<file path="src/hw/rtl/anova_pkg.sv">
// Shared types, constants and codes for the two-group ANOVA F statistic core.
package anova_pkg;

   localparam int SAMPLE_BITS_DEF = 16;
   localparam int MAX_PAIRS_DEF   = 65536;
   localparam int FRAC_BITS_DEF   = 16;

   localparam int IN_BITS    = 16;
   localparam int F_BITS     = 32;
   localparam int PCNT_BITS  = 17;
   localparam int DIV_CNT_BITS = $clog2(F_BITS);

   typedef enum logic [1:0] {
      ST_OK   = 2'd0,
      ST_FEW  = 2'd1,
      ST_ZERO = 2'd2,
      ST_SAT  = 2'd3
   } status_type;

   typedef enum logic [2:0] {
      M_IDLE,
      M_START,
      M_WAIT,
      M_SAT,
      M_DIV,
      M_OUT
   } merge_state_type;

   typedef enum logic [2:0] {
      OP_NQ,
      OP_SX,
      OP_SY,
      OP_DF,
      OP_NUM
   } op_type;

   typedef struct packed {
      logic signed [IN_BITS-1:0] x_sample;
      logic signed [IN_BITS-1:0] y_sample;
      logic                      last;
   } req_type;

   typedef struct packed {
      logic [F_BITS-1:0]    f_value;
      status_type           status;
      logic [PCNT_BITS-1:0] pair_count;
   } rsp_type;

endpackage

</file>
<file path="src/hw/rtl/anova_lane.sv">
// One group lane: squares each sample and accumulates the sum and the sum of squares.
module anova_lane #(
   parameter int SAMPLE_BITS = anova_pkg::SAMPLE_BITS_DEF,
   parameter int CNT_BITS    = 17
) (
   input  logic                                           clock,
   input  logic                                           reset,
   input  logic                                           in_en,
   input  logic [anova_pkg::IN_BITS-1:0]                  in_sample,
   input  logic                                           clr,
   output logic signed [SAMPLE_BITS+CNT_BITS-1:0]         sum,
   output logic [2*SAMPLE_BITS-2+CNT_BITS-1:0]            sq_sum
);
   import anova_pkg::*;

   localparam int SUMW = SAMPLE_BITS + CNT_BITS;
   localparam int SQW  = 2*SAMPLE_BITS - 2 + CNT_BITS;
   localparam int PW   = 2*SAMPLE_BITS - 1;

   logic signed [SAMPLE_BITS-1:0]   s1_ff, s2_ff;
   logic                            en1_ff, en2_ff;
   logic signed [2*SAMPLE_BITS-1:0] prod;
   logic [PW-1:0]                   sq2_ff;
   logic signed [SUMW-1:0]          sum_ff, sum_in;
   logic [SQW-1:0]                  sq_ff, sq_in;

   assign prod = s1_ff * s1_ff;

   always_comb begin
      sum_in = sum_ff;
      sq_in  = sq_ff;
      if (clr) begin
         sum_in = '0;
         sq_in  = '0;
      end else if (en2_ff) begin
         sum_in = sum_ff + SUMW'(s2_ff);
         sq_in  = sq_ff + SQW'(sq2_ff);
      end
   end

   always_ff @(posedge clock) begin
      if (reset) begin
         en1_ff <= 1'b0;
         en2_ff <= 1'b0;
         sum_ff <= '0;
         sq_ff  <= '0;
      end else begin
         en1_ff <= in_en;
         en2_ff <= en1_ff;
         sum_ff <= sum_in;
         sq_ff  <= sq_in;
      end
   end

   always_ff @(posedge clock) begin
      s1_ff  <= SAMPLE_BITS'($unsigned(in_sample));
      s2_ff  <= s1_ff;
      sq2_ff <= prod[PW-1:0];
   end

   assign sum    = sum_ff;
   assign sq_sum = sq_ff;

endmodule

</file>
<file path="src/hw/rtl/anova_mul.sv">
// Shift-and-add multiplier that retires one multiplier bit per cycle.
module anova_mul #(
   parameter int AW = 64,
   parameter int BW = 32
) (
   input  logic          clock,
   input  logic          reset,
   input  logic          start,
   input  logic [AW-1:0] a,
   input  logic [BW-1:0] b,
   output logic          busy,
   output logic [AW-1:0] prod
);
   import anova_pkg::*;

   logic [AW-1:0] acc_ff, acc_in, mc_ff, mc_in;
   logic [BW-1:0] mp_ff, mp_in;

   always_comb begin
      acc_in = acc_ff;
      mc_in  = mc_ff;
      mp_in  = mp_ff;
      if (start) begin
         acc_in = '0;
         mc_in  = a;
         mp_in  = b;
      end else if (|mp_ff) begin
         if (mp_ff[0]) begin
            acc_in = acc_ff + mc_ff;
         end
         mc_in = mc_ff << 1;
         mp_in = mp_ff >> 1;
      end
   end

   always_ff @(posedge clock) begin
      if (reset) begin
         mp_ff <= '0;
      end else begin
         mp_ff <= mp_in;
      end
   end

   always_ff @(posedge clock) begin
      acc_ff <= acc_in;
      mc_ff  <= mc_in;
   end

   assign busy = |mp_ff;
   assign prod = acc_ff;

endmodule

</file>
<file path="src/hw/rtl/anova_merge.sv">
// Merging stage: forms the F statistic from both lanes' totals and holds the result.
module anova_merge #(
   parameter int SAMPLE_BITS = anova_pkg::SAMPLE_BITS_DEF,
   parameter int FRAC_BITS   = anova_pkg::FRAC_BITS_DEF,
   parameter int CNT_BITS    = 17
) (
   input  logic                                    clock,
   input  logic                                    reset,
   input  logic                                    start,
   input  logic [CNT_BITS-1:0]                     n,
   input  logic signed [SAMPLE_BITS+CNT_BITS-1:0]  sx,
   input  logic signed [SAMPLE_BITS+CNT_BITS-1:0]  sy,
   input  logic [2*SAMPLE_BITS-2+CNT_BITS-1:0]     qx,
   input  logic [2*SAMPLE_BITS-2+CNT_BITS-1:0]     qy,
   output logic                                    rsp_valid,
   input  logic                                    rsp_ready,
   output anova_pkg::rsp_type                      rsp_data,
   output logic                                    idle
);
   import anova_pkg::*;

   localparam int SUMW = SAMPLE_BITS + CNT_BITS;
   localparam int SQW  = 2*SAMPLE_BITS - 2 + CNT_BITS;
   localparam int BW   = SUMW + 1;
   localparam int DW   = 2*SAMPLE_BITS + 2*CNT_BITS - 1;
   localparam int MW   = 2*SAMPLE_BITS + 3*CNT_BITS;
   localparam int P4W  = 2*BW;
   localparam int NW   = MW + FRAC_BITS;
   localparam int XW   = (NW > DW + F_BITS) ? NW : DW + F_BITS;
   localparam logic [DIV_CNT_BITS-1:0] DIV_LAST = DIV_CNT_BITS'(F_BITS - 1);

   merge_state_type             state_ff, state_in;
   op_type                      op_ff, op_in;
   logic [CNT_BITS-1:0]         n_ff, n_in;
   logic signed [SUMW-1:0]      sx_ff, sx_in, sy_ff, sy_in;
   logic [SQW:0]                q_ff, q_in;
   logic [DW-1:0]               d_ff, d_in;
   logic [P4W-1:0]              p4_ff, p4_in;
   logic [XW-1:0]               rem_ff, rem_in, dv_ff, dv_in;
   logic [F_BITS-1:0]           fq_ff, fq_in;
   status_type                  st_ff, st_in;
   logic [DIV_CNT_BITS-1:0]     step_ff, step_in;
   logic                        rsp_valid_ff, rsp_valid_in;
   rsp_type                     rsp_data_ff, rsp_data_in;

   logic signed [BW-1:0]        sxe, sye, dfe;
   logic [BW-1:0]               mag_sx, mag_sy, mag_df;
   logic                        mul_start, mul_busy, ge;
   logic [MW-1:0]               mul_a, mul_prod;
   logic [BW-1:0]               mul_b;

   anova_mul #(
      .AW(MW),
      .BW(BW)
   ) u_mul (
      .clock (clock),
      .reset (reset),
      .start (mul_start),
      .a     (mul_a),
      .b     (mul_b),
      .busy  (mul_busy),
      .prod  (mul_prod)
   );

   assign sxe    = BW'(sx_ff);
   assign sye    = BW'(sy_ff);
   assign dfe    = sxe - sye;
   assign mag_sx = sxe[BW-1] ? $unsigned(-sxe) : $unsigned(sxe);
   assign mag_sy = sye[BW-1] ? $unsigned(-sye) : $unsigned(sye);
   assign mag_df = dfe[BW-1] ? $unsigned(-dfe) : $unsigned(dfe);
   assign ge     = rem_ff >= dv_ff;

   assign mul_start = (state_ff == M_START);

   always_comb begin
      case (op_ff)
         OP_NQ: begin
            mul_a = MW'(q_ff);
            mul_b = BW'(n_ff);
         end
         OP_SX: begin
            mul_a = MW'(mag_sx);
            mul_b = mag_sx;
         end
         OP_SY: begin
            mul_a = MW'(mag_sy);
            mul_b = mag_sy;
         end
         OP_DF: begin
            mul_a = MW'(mag_df);
            mul_b = mag_df;
         end
         OP_NUM: begin
            mul_a = MW'(p4_ff);
            mul_b = BW'(n_ff - CNT_BITS'(1));
         end
         default: begin
            mul_a = '0;
            mul_b = '0;
         end
      endcase
   end

   always_comb begin
      state_in     = state_ff;
      op_in        = op_ff;
      n_in         = n_ff;
      sx_in        = sx_ff;
      sy_in        = sy_ff;
      q_in         = q_ff;
      d_in         = d_ff;
      p4_in        = p4_ff;
      rem_in       = rem_ff;
      dv_in        = dv_ff;
      fq_in        = fq_ff;
      st_in        = st_ff;
      step_in      = step_ff;
      rsp_valid_in = rsp_valid_ff & ~rsp_ready;
      rsp_data_in  = rsp_data_ff;
      case (state_ff)
         M_IDLE: begin
            if (start) begin
               n_in  = n;
               sx_in = sx;
               sy_in = sy;
               q_in  = (SQW+1)'(qx) + (SQW+1)'(qy);
               if (n < CNT_BITS'(2)) begin
                  fq_in    = '0;
                  st_in    = ST_FEW;
                  state_in = M_OUT;
               end else begin
                  op_in    = OP_NQ;
                  state_in = M_START;
               end
            end
         end
         M_START: begin
            state_in = M_WAIT;
         end
         M_WAIT: begin
            if (!mul_busy) begin
               state_in = M_START;
               case (op_ff)
                  OP_NQ: begin
                     d_in  = mul_prod[DW-1:0];
                     op_in = OP_SX;
                  end
                  OP_SX: begin
                     d_in  = d_ff - mul_prod[DW-1:0];
                     op_in = OP_SY;
                  end
                  OP_SY: begin
                     d_in  = d_ff - mul_prod[DW-1:0];
                     op_in = OP_DF;
                  end
                  OP_DF: begin
                     p4_in = mul_prod[P4W-1:0];
                     op_in = OP_NUM;
                  end
                  OP_NUM: begin
                     rem_in   = XW'(mul_prod) << FRAC_BITS;
                     state_in = M_SAT;
                  end
                  default: begin
                     state_in = M_IDLE;
                  end
               endcase
            end
         end
         M_SAT: begin
            if (d_ff == '0) begin
               fq_in    = '0;
               st_in    = ST_ZERO;
               state_in = M_OUT;
            end else if (rem_ff >= (XW'(d_ff) << F_BITS)) begin
               fq_in    = '1;
               st_in    = ST_SAT;
               state_in = M_OUT;
            end else begin
               dv_in    = XW'(d_ff) << (F_BITS - 1);
               fq_in    = '0;
               step_in  = '0;
               state_in = M_DIV;
            end
         end
         M_DIV: begin
            if (ge) begin
               rem_in = rem_ff - dv_ff;
            end
            fq_in   = {fq_ff[F_BITS-2:0], ge};
            dv_in   = dv_ff >> 1;
            step_in = step_ff + DIV_CNT_BITS'(1);
            if (step_ff == DIV_LAST) begin
               st_in    = ST_OK;
               state_in = M_OUT;
            end
         end
         M_OUT: begin
            if (!rsp_valid_ff || rsp_ready) begin
               rsp_data_in.f_value    = fq_ff;
               rsp_data_in.status     = st_ff;
               rsp_data_in.pair_count = PCNT_BITS'(n_ff);
               rsp_valid_in           = 1'b1;
               state_in               = M_IDLE;
            end
         end
         default: begin
            state_in = M_IDLE;
         end
      endcase
   end

   always_ff @(posedge clock) begin
      if (reset) begin
         state_ff     <= M_IDLE;
         op_ff        <= OP_NQ;
         rsp_valid_ff <= 1'b0;
      end else begin
         state_ff     <= state_in;
         op_ff        <= op_in;
         rsp_valid_ff <= rsp_valid_in;
      end
   end

   always_ff @(posedge clock) begin
      n_ff        <= n_in;
      sx_ff       <= sx_in;
      sy_ff       <= sy_in;
      q_ff        <= q_in;
      d_ff        <= d_in;
      p4_ff       <= p4_in;
      rem_ff      <= rem_in;
      dv_ff       <= dv_in;
      fq_ff       <= fq_in;
      st_ff       <= st_in;
      step_ff     <= step_in;
      rsp_data_ff <= rsp_data_in;
   end

   assign rsp_valid = rsp_valid_ff;
   assign rsp_data  = rsp_data_ff;
   assign idle      = (state_ff == M_IDLE);

endmodule

</file>
<file path="src/hw/rtl/two_group_anova_f_statistic_core.sv">
// Top level of the two-group one-way ANOVA F statistic core.
//
// Each req_ transfer carries one sample of each group and a last marker. The
// two group lanes square and accumulate one pair per cycle, so a data set of
// n pairs streams in at one pair per clock. Pairs beyond MAX_PAIRS are
// dropped, but their last marker still closes the data set.
// After the transfer that carries last, req_ready stays low while the merging
// stage forms the statistic. Its shared shift-and-add multiplier runs five
// products one after another, and a restoring divider then forms the
// quotient bit by bit before the result is written out.
// The result sits in an output register. Once it is written there, req_ready
// rises again and the next data set streams in even while rsp_ready is low;
// a following result waits in the merging stage until the register frees.
// A synchronous reset clears all accumulators and drops any pending result.
module two_group_anova_f_statistic_core #(
   parameter int SAMPLE_BITS = anova_pkg::SAMPLE_BITS_DEF,
   parameter int MAX_PAIRS   = anova_pkg::MAX_PAIRS_DEF,
   parameter int FRAC_BITS   = anova_pkg::FRAC_BITS_DEF
) (
   input  logic               clock,
   input  logic               reset,
   input  logic               req_valid,
   output logic               req_ready,
   input  anova_pkg::req_type req_data,
   output logic               rsp_valid,
   input  logic               rsp_ready,
   output anova_pkg::rsp_type rsp_data
);
   import anova_pkg::*;

   localparam int CW   = $clog2(MAX_PAIRS + 1);
   localparam int SUMW = SAMPLE_BITS + CW;
   localparam int SQW  = 2*SAMPLE_BITS - 2 + CW;
   localparam logic [CW-1:0] MAX_CNT = CW'(MAX_PAIRS);

   logic                   accept, take, merge_idle;
   logic                   hold_ff, hold_in;
   logic                   last1_ff, last2_ff, last3_ff;
   logic [CW-1:0]          n_ff, n_in;
   logic signed [SUMW-1:0] sx, sy;
   logic [SQW-1:0]         qx, qy;

   assign accept = req_valid & req_ready;
   assign take   = accept & (n_ff < MAX_CNT);

   always_comb begin
      n_in = n_ff;
      if (last3_ff) begin
         n_in = '0;
      end else if (take) begin
         n_in = n_ff + CW'(1);
      end
   end

   always_comb begin
      hold_in = hold_ff;
      if (accept && req_data.last) begin
         hold_in = 1'b1;
      end else if (hold_ff && merge_idle && !last1_ff && !last2_ff && !last3_ff) begin
         hold_in = 1'b0;
      end
   end

   always_ff @(posedge clock) begin
      if (reset) begin
         hold_ff  <= 1'b0;
         last1_ff <= 1'b0;
         last2_ff <= 1'b0;
         last3_ff <= 1'b0;
         n_ff     <= '0;
      end else begin
         hold_ff  <= hold_in;
         last1_ff <= accept & req_data.last;
         last2_ff <= last1_ff;
         last3_ff <= last2_ff;
         n_ff     <= n_in;
      end
   end

   assign req_ready = ~hold_ff;

   anova_lane #(
      .SAMPLE_BITS(SAMPLE_BITS),
      .CNT_BITS   (CW)
   ) u_lane_x (
      .clock     (clock),
      .reset     (reset),
      .in_en     (take),
      .in_sample (req_data.x_sample),
      .clr       (last3_ff),
      .sum       (sx),
      .sq_sum    (qx)
   );

   anova_lane #(
      .SAMPLE_BITS(SAMPLE_BITS),
      .CNT_BITS   (CW)
   ) u_lane_y (
      .clock     (clock),
      .reset     (reset),
      .in_en     (take),
      .in_sample (req_data.y_sample),
      .clr       (last3_ff),
      .sum       (sy),
      .sq_sum    (qy)
   );

   anova_merge #(
      .SAMPLE_BITS(SAMPLE_BITS),
      .FRAC_BITS  (FRAC_BITS),
      .CNT_BITS   (CW)
   ) u_merge (
      .clock     (clock),
      .reset     (reset),
      .start     (last3_ff),
      .n         (n_ff),
      .sx        (sx),
      .sy        (sy),
      .qx        (qx),
      .qy        (qy),
      .rsp_valid (rsp_valid),
      .rsp_ready (rsp_ready),
      .rsp_data  (rsp_data),
      .idle      (merge_idle)
   );

`ifndef NO_ASSERTIONS
   a_start_idle: assert property (@(posedge clock) disable iff (reset)
      last3_ff |-> merge_idle)
      else $error("Data set closed while the merging stage was busy.");

   a_hold_covers_last: assert property (@(posedge clock) disable iff (reset)
      (last1_ff || last2_ff || last3_ff) |-> hold_ff)
      else $error("Input open while a last pair is still in the lanes.");

   a_count_bound: assert property (@(posedge clock) disable iff (reset)
      n_ff <= MAX_CNT)
      else $error("Pair count exceeds the configured maximum.");

   a_no_accept_after_last: assert property (@(posedge clock) disable iff (reset)
      (accept && req_data.last) |=> !req_ready)
      else $error("Input accepted a transfer right after a last pair.");
`endif

endmodule
</file>
<file path="config.mk">
export PLATFORM = sky130hd
export DESIGN_NAME = two_group_anova_f_statistic_core
export DESIGN_NICKNAME = d
export VERILOG_FILES = /design/src/hw/rtl/anova_pkg.sv /design/src/hw/rtl/anova_lane.sv /design/src/hw/rtl/anova_mul.sv /design/src/hw/rtl/anova_merge.sv /design/src/hw/rtl/two_group_anova_f_statistic_core.sv
export SDC_FILE = /design/constraint.sdc
export NUM_CORES = 2
export LEC_CHECK = 0
export ABC_AREA = 1
export BUFFER_PORTS_ARGS = -buffer_cell sky130_fd_sc_hd__buf_2
export CORE_MARGIN = 3
export CORE_UTILIZATION = 45
export CTS_CLUSTER_SIZE = 8
export DETAILED_ROUTE_END_ITERATION = 8
export PLACE_DENSITY = 0.58
export SYNTH_ARGS = -nofsm -noshare
export SYNTH_HDL_FRONTEND = slang
export SYNTH_HIERARCHICAL = 1
export SYNTH_SLANG_ARGS = --single-unit
</file>
<file path="constraint.sdc">
create_clock -name clock -period 14.6 [get_ports clock]
set_input_delay 1.46 -clock clock [delete_from_list [all_inputs] [get_ports clock]]
set_output_delay 1.46 -clock clock [all_outputs]
set_load 0.005 [all_outputs]
</file>
==> impl_metrics.tcl <==
set metrics [dict create \
    first_pass_iters 7 \
    cts_sinks 1063 \
    fin_tns_setup_ps 0 \
    overflow 0 \
    worstPathMaxFanout 23 \
    rows 171 \
    syn_area_sq_um 98600 \
    fp.dieH_um 474 \
    cts_root_buf "clkbuf_16" \
    yosysWarnings 6 \
    synth_cell_type_count 73 \
    grt_usage 0.328 \
    outcome "completed" \
    design.core.area_sq_um 218000 \
    leakage_nw 53.7 \
    whs_path_depth 2 \
    pre_cts_ws_ps 7940 \
    tritoncts "done" \
    ctsLongestPathBuffers 3 \
    die_x_um 474 \
    finalSetupViolations 0 \
    cap_violations 0 \
    io_pins 90 \
    nets 15500 \
    finClkSkew_ps 63.4 \
    routedWlPerCell_um 21.7 \
    drc 0 \
    grt_max_degree 129 \
    worstRegToRegCells 20 \
    rr_startpoint "u_lane_x/s1_ff[15]$_DFF_P_" \
    synthFlopType "edfxtp_1" \
    path_common_cell "fa_1" \
    crit_type "flop to flop" \
    antenna_found_initial 19 \
    peakVddDrop_mv 0.454 \
    drt-initial-drc-count 7947 \
    period_share 0.464 \
    synth_most_common_cell "nand2_1" \
    layoutNonFillerInstCount 17300 \
    ys_ff_latch 1063 \
    syn_inst 14200 \
    port_buffers 89 \
    clock_latency_ps 850 \
    area_growth_syn_to_layout_pct 8.79 \
    initial_utilization 0.453 \
    grt_pass1_wl_um 557000 \
    hold_path.class "flop to flop" \
    max_slew_margin 0.193 \
    avgSynthCellArea_sq_um 6.95 \
    grt_setup_unrepaired "false" \
    r2r-end "u_lane_x/sq2_ff[25]$_DFF_P_" \
    period_needed_ps 6770 \
    cts_hold_buf 0 \
    drv_slew 0 \
    holdPathEnd "u_lane_x/en2_ff$_SDFF_PP0_" \
    worst_slack_ps 7830 \
    grt_pass1_vias 89000 \
    place_inst 17000 \
    synth_edf_count 632 \
    hpwlAfterDp_um 310000 \
    placed_cell_area_sq_um 102000 \
    antenna_left 0 \
    final_util 0.493 \
    ctsResizeCount 0 \
    num_vias 92400 \
    critPathRequiredTime_ps 15320 \
    start_kind "flop" \
    gp_congestion 1.01 \
    crit_path_end_kind "flop" \
    max_freq_mhz 148 \
    power.density_nw_per_um2 229 \
    drive_gt1_frac 0.0574 \
    critPathMaxStageDelay_ps 950 \
    post-cts-setup-buffers 0 \
    ys_top_cells_by_area "edfxtp_1 19%, nand2_1 14%, inv_1 11%" \
    clk_pin_slew_ps 70 \
    ys_top_cells_by_count "3712 x nand2_1, 2788 x inv_1, 1565 x nor2_1" \
    ys_seq_area_frac 0.280 \
    synth_area_leader_cell "edfxtp_1" \
    routed_wl_um 375000 \
    worstPathCellList "clkinv_1, nor2_1, fa_1, fa_1, inv_1, fa_1, inv_1, fa_1, fa_1, inv_1, fa_1, inv_1, ha_1, nand2_1, nor2_1, inv_1, nor2_1, nand2_1, o211ai_1, xor2_1" \
    reg2reg_slack_ps 7830 \
    ctsHtreeMaxLevel 4 \
    worstPathArrival_ps 7490 \
    final_area_sq_um 107000 \
    hold_start "u_lane_x/en1_ff$_SDFF_PP0_" \
    fp.dieArea_sq_um 225000 \
    synthDominantCellAreaShare 0.192 \
    hold_viol_final 0 \
    viasPerCell 5.36 \
    cts_made_buffers 156 \
    tightestPinTransition_ps 1210 \
    async_flop_share 0 \
    cp_slowest_cell "dfxtp_1" \
]
-- power by group --
group,internal (W),leakage [nW],switching (W)
clock network,0.00207,2.27,0.00152
logic,0.00516,42.0,0.0111
registers,0.00423,9.44,0.000581
total,0.0115,53.7,0.0132
-- critical path: cells and delay by family (launching register included) --
kind	cells	cell delay, ps
AO/OA/AOI/OAI	1	270
AND/OR/NAND/NOR	5	850
adder cells (fa/ha/maj)	7	3530
buffers and inverters	6	880
flip-flops	1	950
XOR/XNOR	1	190
-- routing by layer --
metal  GRT usage  routed length (um)  up-vias  share of wire
met5           0                  48        -        0.00013
met4       0.154               20700        8          0.055
met3      0.0389               22000      648          0.059
met2       0.557              177000     3171           0.47
met1       0.415              155000    43800           0.41
li1            -                   -    44800              -
-- cells by family (layout without fill, tap and decap cells) --
family | after synthesis | in the layout | synth area share
adders and majority gates | 1163 | 1163 | 0.183
DFF | 1063 | 1063 | 0.280
buffers and inverters | 3113 | 3294 | 0.119
and+or+nand+nor | 6653 | 6653 | 0.284
muxes | 2 | 2 | 0.000228
xor gates and xnor gates | 315 | 315 | 0.0280
AOI/OAI and AO/OA | 1884 | 1884 | 0.105
other | 1 | 24 | 0.0000380
-- cell usage in the layout (no fill, tap or decap), types with 157 or more instances in the layout --
| cell type | count |
|---|---|
| edfxtp_1 | 632 |
| nor2_1 | 1557 |
| fa_1 | 465 |
| o21ai_0 | 661 |
| a21oi_1 | 784 |
| ha_1 | 698 |
| dfxtp_1 | 428 |
| nand2_1 | 3711 |
| clkbuf_16 | 157 |
| nand3_1 | 640 |
| xor2_1 | 204 |
| inv_1 | 2784 |
-- worst max path at each step --
stage,start,end,slack (ps),cells past startpoint
2_1_floorplan,u_merge/d_ff[52]$_DFFE_PP_,u_merge/dv_ff[0]$_SDFFCE_PN0P_,5340,13
3_3_place_gp,u_lane_x/s1_ff[15]$_DFF_P_,u_lane_x/sq2_ff[30]$_DFF_P_,7890,23
3_5_place_dp,u_lane_x/s1_ff[15]$_DFF_P_,u_lane_x/sq2_ff[25]$_DFF_P_,7940,20
4_1_cts,u_lane_x/s1_ff[15]$_DFF_P_,u_lane_x/sq2_ff[25]$_DFF_P_,7850,20
5_1_grt,u_lane_x/s1_ff[15]$_DFF_P_,u_lane_x/sq2_ff[25]$_DFF_P_,7450,20
6_report,u_lane_x/s1_ff[15]$_DFF_P_,u_lane_x/sq2_ff[25]$_DFF_P_,7830,20
-- registers in the layout, summed over array words and instances, names as in the netlist, 30 cells and up --
name                 cells
u_merge/u_mul/mc_ff     83
u_merge/sx_ff           33
u_lane_y/sq2_ff         30
u_merge/p4_ff           68
u_merge/d_ff            65
u_merge/u_mul/mp_ff     34
u_lane_x/sum            33
u_merge/fq_ff           32
u_merge/rsp_data        51
u_merge/u_mul/prod      83
u_lane_x/sq2_ff         30
u_merge/rem_ff          99
u_lane_y/sum            33
u_lane_y/sq_sum         47
u_lane_x/sq_sum         47
u_merge/sy_ff           33
u_merge/dv_ff           96
u_merge/q_ff            48
-- area by class of cell --
type,count,area (sq um)
Clock inverter,19,498
Fill cell,22200,110000
Inverter,2850,10700
Multi-Input combinational cell,10000,59400
Sequential cell,1063,27600
Tap cell,2854,3570
Timing Repair Buffer,176,1110
Antenna cell,9,22.5
Clock buffer,249,4320
-- metrics by stage --
step | hold slack [ps] | power, W
after CTS | 401 | 0.0247
final | 400 | 0.0246
after floorplan | 329 | 0.0157
after detailed placement | 395 | 0.0209
after global routing | 420 | 0.0269
after global placement | 391 | 0.0211
Power figures use the tool's default switching activity.
